$ cat src/sv/lrufr_pkg.sv
`timescale 1ns / 1ps
`default_nettype none
// ----------------------------------------------------------------------------
// lrufr_pkg
// Shared types and codes for the LRU frame replacement block.
// ----------------------------------------------------------------------------
package lrufr_pkg;

	localparam int unsigned ID_W     = 4;
	localparam int unsigned ID_SPACE = 1 << ID_W;

	typedef enum logic [1:0] {
		OP_CREATE = 2'd0,
		OP_ACCESS = 2'd1,
		OP_EVICT  = 2'd2,
		OP_NONE   = 2'd3
	} op_t;

	typedef enum logic [1:0] {
		ST_OK        = 2'd0,
		ST_EMPTY     = 2'd1,
		ST_UNTRACKED = 2'd2,
		ST_TRACKED   = 2'd3
	} status_t;

	// Command broadcast to every cell of the recency chain
	typedef struct packed {
		logic            create;
		logic            access;
		logic            evict;
		logic [ID_W-1:0] id;
	} cell_cmd_t;

endpackage
`default_nettype wire

$ cat src/sv/lrufr_cell.sv
`timescale 1ns / 1ps
`default_nettype none
// ----------------------------------------------------------------------------
// lrufr_cell
// One slot of the recency chain: holds a frame number and its valid bit.
// ----------------------------------------------------------------------------
module lrufr_cell
	import lrufr_pkg::*;
(
	input  wire logic            clk,
	input  wire logic            arst_n,
	input  wire cell_cmd_t       cmd,
	input  wire logic            prev_valid,
	input  wire logic            next_valid,
	input  wire logic [ID_W-1:0] next_id,
	input  wire logic            hit_in,
	output      logic            hit_out,
	output      logic            valid,
	output      logic [ID_W-1:0] id
);

	logic            valid_q;
	logic [ID_W-1:0] id_q;
	logic            match;
	logic            hit;

	always_comb begin
		match   = valid_q && (id_q == cmd.id);
		hit     = hit_in || match;
		hit_out = hit;
	end

	always_ff @(posedge clk or negedge arst_n) begin
		if (!arst_n) begin
			valid_q <= 1'b0;
		end else if (cmd.create && prev_valid && !valid_q) begin
			valid_q <= 1'b1;
		end else if (cmd.evict) begin
			valid_q <= next_valid;
		end
	end

	always_ff @(posedge clk) begin
		if (cmd.create && prev_valid && !valid_q) begin
			// first free slot takes the new frame
			id_q <= cmd.id;
		end else if (cmd.access && hit && valid_q) begin
			// at or past the hit: pull from the neighbor, the last slot takes the id
			id_q <= next_valid ? next_id : cmd.id;
		end else if (cmd.evict) begin
			id_q <= next_id;
		end
	end

	assign valid = valid_q;
	assign id    = id_q;

endmodule
`default_nettype wire

$ cat src/sv/lru_frame_replacement.sv
`timescale 1ns / 1ps
`default_nettype none
// A result is registered and offered in the cycle after its input transfer.
// Throughput: one event per cycle while results are taken; the output register
//   frees as it is read, so input is accepted in the same cycle the result drains.
// The access search ripples a hit flag combinationally through all FRAMES cells.
// Reset clears the tracked marks, the cell valid bits and the output valid flag;
//   frame numbers in the cells are not reset and are read only once written.
// ----------------------------------------------------------------------------
// lru_frame_replacement
// Least-recently-used order over buffer frames kept in a chain of cells.
// ----------------------------------------------------------------------------
module lru_frame_replacement
	import lrufr_pkg::*;
#(
	parameter int unsigned FRAMES = 16
)(
	input  wire logic       clk,
	input  wire logic       arst_n,
	input  wire logic       s_tvalid,
	output      logic       s_tready,
	input  wire logic [7:0] s_tdata,   // [3:0] frame_id, [7:4] zero
	input  wire logic [1:0] s_tuser,   // [1:0] op
	output      logic       m_tvalid,
	input  wire logic       m_tready,
	output      logic [7:0] m_tdata,   // [3:0] victim_id, [7:4] zero
	output      logic [1:0] m_tuser    // [1:0] status
);

	// Chain wiring: index FRAMES is the empty neighbor past the last cell
	logic            cell_valid [FRAMES+1];
	logic [ID_W-1:0] cell_id    [FRAMES+1];
	logic            hit_chain  [FRAMES+1];

	// Tracked marks, one per possible frame number
	logic [ID_SPACE-1:0] mark_q;

	// Output register
	logic            out_valid_q;
	status_t         status_q;
	logic [ID_W-1:0] victim_q;

	// Decode of the incoming event
	op_t             op;
	logic [ID_W-1:0] fid;
	logic            in_xfer;
	logic            id_ok;
	logic            full;
	logic            empty;
	cell_cmd_t       cmd;
	status_t         status_d;
	logic [ID_W-1:0] victim_d;

	assign cell_valid[FRAMES] = 1'b0;
	assign cell_id[FRAMES]    = '0;
	assign hit_chain[0]       = 1'b0;

	genvar gi;
	generate
		for (gi = 0; gi < FRAMES; gi++) begin : g_cell
			logic prev_valid;
			if (gi == 0) begin : g_head
				assign prev_valid = 1'b1;
			end else begin : g_body
				assign prev_valid = cell_valid[gi-1];
			end
			lrufr_cell u_cell (
				.clk        (clk),
				.arst_n     (arst_n),
				.cmd        (cmd),
				.prev_valid (prev_valid),
				.next_valid (cell_valid[gi+1]),
				.next_id    (cell_id[gi+1]),
				.hit_in     (hit_chain[gi]),
				.hit_out    (hit_chain[gi+1]),
				.valid      (cell_valid[gi]),
				.id         (cell_id[gi])
			);
		end
	endgenerate

	// Accept while the output register is free or being drained this cycle
	assign s_tready = !out_valid_q || m_tready;
	assign in_xfer  = s_tvalid && s_tready;

	always_comb begin
		op       = op_t'(s_tuser);
		fid      = s_tdata[ID_W-1:0];
		id_ok    = 32'(fid) < FRAMES;
		full     = cell_valid[FRAMES-1];
		empty    = !cell_valid[0];
		cmd      = '0;
		cmd.id   = fid;
		status_d = ST_OK;
		victim_d = '0;
		case (op)
			OP_CREATE: begin
				if (!id_ok) begin
					status_d = ST_UNTRACKED;
				end else if (mark_q[fid]) begin
					status_d = ST_TRACKED;
				end else begin
					// a create into a full order answers ok and changes nothing
					cmd.create = in_xfer && !full;
				end
			end
			OP_ACCESS: begin
				if (!id_ok || !mark_q[fid]) begin
					status_d = ST_UNTRACKED;
				end else begin
					cmd.access = in_xfer;
				end
			end
			OP_EVICT: begin
				if (empty) begin
					status_d = ST_EMPTY;
				end else begin
					victim_d  = cell_id[0];
					cmd.evict = in_xfer;
				end
			end
			default: begin
				// unused code: answer ok, change nothing
				status_d = ST_OK;
			end
		endcase
	end

	// Hold tracked marks: set on create, drop on evict of the victim
	always_ff @(posedge clk or negedge arst_n) begin
		if (!arst_n) begin
			mark_q <= '0;
		end else if (cmd.create) begin
			mark_q[fid] <= 1'b1;
		end else if (cmd.evict) begin
			mark_q[victim_d] <= 1'b0;
		end
	end

	always_ff @(posedge clk or negedge arst_n) begin
		if (!arst_n) begin
			out_valid_q <= 1'b0;
		end else if (in_xfer) begin
			out_valid_q <= 1'b1;
		end else if (m_tready) begin
			out_valid_q <= 1'b0;
		end
	end

	always_ff @(posedge clk) begin
		if (in_xfer) begin
			status_q <= status_d;
			victim_q <= victim_d;
		end
	end

	assign m_tvalid = out_valid_q;
	assign m_tdata  = {{(8-ID_W){1'b0}}, victim_q};
	assign m_tuser  = status_q;

endmodule
`default_nettype wire

$ cat config.mk
export PLATFORM = sky130hd
export DESIGN_NAME = lru_frame_replacement
export DESIGN_NICKNAME = d
export VERILOG_FILES = /design/src/sv/lrufr_pkg.sv /design/src/sv/lrufr_cell.sv /design/src/sv/lru_frame_replacement.sv
export SDC_FILE = /design/constraint.sdc
export NUM_CORES = 1
export LEC_CHECK = 0
export ABC_CLOCK_PERIOD_IN_PS = 6700
export BUFFER_PORTS_ARGS = -buffer_cell sky130_fd_sc_hd__buf_2
export CAP_MARGIN = 15
export CORE_ASPECT_RATIO = 1.1
export CORE_MARGIN = 1.5
export CORE_UTILIZATION = 45
export DETAILED_ROUTE_END_ITERATION = 12
export PLACE_DENSITY_LB_ADDON = 0.1
export SYNTH_ARGS = -nofsm -noshare
export SYNTH_HDL_FRONTEND = slang
export SYNTH_HIERARCHICAL = 1
export SYNTH_SLANG_ARGS = --single-unit
$ cat constraint.sdc
create_clock -name clk -period 6.7 [get_ports clk]
set_clock_uncertainty 0.1 [all_clocks]
set_input_delay 0.67 -clock clk [delete_from_list [all_inputs] [get_ports clk]]
set_output_delay 0.67 -clock clk [all_outputs]
set_load 0.05 [all_outputs]
==> impl_metrics.csv <==
group,metric,value,unit
outcome,status,"complete, no violations",
final_layout,layout-drive-gt1-share,18.4,%
cts,cts_hold_buf,0,
yosys,syn_avg_cell_area,11.8,µm²
cts,cts_tree,"done",
timing,relSlewSlack,31.1,%
detailed_routing,wl_per_cell,18.7,µm
critical_path,crit_fanout,11,
detailed_routing,vias,4992,
placed_design,dp_hpwl,11.1,mm
power,ir_drop,0.000124,V
cts,cts_resized,0,
global_route,antenna_found_initial,1,
critical_path,critPathRequiredTime,6700,ps
yosys,ys_warn_count,6,
timing,rsz0062_at_grt,"false",
detailed_routing,drt_iter0_drc,299,
yosys,synth_area,0.00705,mm²
global_route,grt-ovfl-total,0,
cts,cts_root_buffer,"clkbuf_16",
detailed_routing,vias_per_cell,5.96,
critical_path,setup.worst_path.end_class,"flop",
detailed_routing,drt_wl_total,15.7,mm
final_layout,fillers,1320,
critical_path,crit_type,"primary input to flop",
cts,post_cts_buffers,0,
die,core-area,0.0152,mm²
hold_path,hp-class,"primary input to async pin",
final_layout,antennaDiodeCount,0,
cts,cts_inserted_buffers,9,
timing,finalMaxSlewViolations,0,
final_layout,seqCellArea,0.00293,mm²
placed_design,io_buffer_count,17,
cts,clk_path_buf_depth,2,
timing,fin_setup_tns,0,ps
timing,finalHoldViolations,0,
timing,fmax,184,MHz
yosys,syn_inst,600,
timing,setup_violations,0,
detailed_routing,drc,0,
global_route,grt.total_usage,20.5,%
critical_path,setup.worst_path.start_class,"primary input",
cts,clkSlewWorstSetupHoldPaths,70,ps
cts,h-tree-depth,3,
placed_design,gp_congestion,0.809,
critical_path,crit_arrival,5430,ps
global_route,grt_pass1_vias,5174,
global_route,grt_max_degree,50,
timing,max_slew.worst_pin.slew,1030,ps
power,p_leak,3.11,nW
global_route,grt_pass1_wl,26.4,mm
die,die_w,122,µm
timing,period_needed,5430,ps
die,dieHeight,134,µm
die,ioPinCount,26,
die,initial_core_util,46.5,%
cts,cts_sinks,103,
run,drv_cap,0,
power,power_density,215,mW/mm²
power,finalPower,0.00166,W
timing,min_period_over_period,81.0,%
detailed_routing,drt_pre_antenna_iters,5,
die,rows,47,
detailed_routing,ant_nets,0,
die,dieArea,0.0164,mm²
final_layout,syn2layout_area_growth,9.47,%
cts,worstSkewPairLatency,360,ps
final_layout,multi_input_area,0.00408,mm²
final_layout,nets,651,
==> cell type report <==
class	count	area share, %
clock buffer	12	3.45
timing repair buffer	24	1.78
clock inverter	4	0.551
inverter	6	0.292
sequential	103	37.9
tap	196	3.18
multi-input combinational	493	52.8
==> flip-flops by register name, indices dropped and copies added, names as in the netlist <==
register / count
m_tvalid: 1
victim_q: 4
mark_q: 16
g_cell.u_cell/valid: 16
m_tuser: 2
g_cell.u_cell/id: 64
==> path summary, 6_finish.rpt <==
kind                                                      endpoint                             start  slack [ps]  depth (start not counted)
max in group asynchronous       g_cell[9].u_cell/valid$_DFFE_PN0P_                            arst_n        5690                          1
worst max-delay path             g_cell[15].u_cell/id[3]$_DFFE_PP_                        s_tdata[3]        1270                         21
worst min register to register               mark_q[4]$_DFFE_PN0P_             mark_q[4]$_DFFE_PN0P_         410                          2
worst min-delay path                          m_tvalid$_DFFE_PN0P_                            arst_n         290                          1
min in group clk                             mark_q[4]$_DFFE_PN0P_             mark_q[4]$_DFFE_PN0P_         410                          2
worst max register to register   g_cell[15].u_cell/id[3]$_DFFE_PP_  g_cell[0].u_cell/id[2]$_DFFE_PP_        1290                         20
==> critical path, stage by stage <==
cell     delay, ps
buf_2          280
xor2_1         340
nor4_4         100
a21o_2         250
a21o_2         220
a21o_2         220
a21o_2         220
a21o_2         210
a21o_2         220
a21o_2         220
a21o_2         220
a21o_2         210
a21o_2         220
a21o_2         220
a21o_2         210
a21o_2         220
a21o_2         220
a21o_2         210
a21o_1         190
a21oi_2        200
mux2_1         350
==> per-layer routing <==
layer | wire length, µm | GRT usage [%]
met1 | 7090 | 26.2
met5 | 7 | 0
met3 | 407 | 2.72
met4 | 327 | 8.46
met2 | 7860 | 34.9
==> power by group <==
part,leakage (nW),internal (W),switching [W]
registers,1.07,0.000741,0.0000645
clock network,0.154,0.000317,0.000234
logic,1.88,0.000119,0.000186
total,3.11,0.00118,0.000485
==> cell usage in the layout (no fill, tap or decap), drive strengths merged, types with 16 or more instances in the layout <==
cell type / n
a211o: 16
a21oi: 52
nand2: 19
a21o: 31
buf: 24
o211ai: 20
nor4: 16
a211oi: 32
and3b: 33
mux2: 56
conb: 16
dfrtp: 33
edfxtp: 70
nor4b: 16
nor2b: 16
nor2: 40
xor2: 64
==> metrics by stage <==
stage	util, %	area (µm²)	cells	setup WS (ps)	hold slack (ps)
3_3_place_gp	48.9	7410	822	1010	375
4_1_cts	50.9	7720	838	1290	317
3_5_place_dp	48.9	7410	822	918	391
5_1_grt	50.9	7720	838	1080	346
2_1_floorplan	-	7110	614	1570	274
6_report	50.9	7720	838	1270	290
Power figures use the tool's default switching activity.
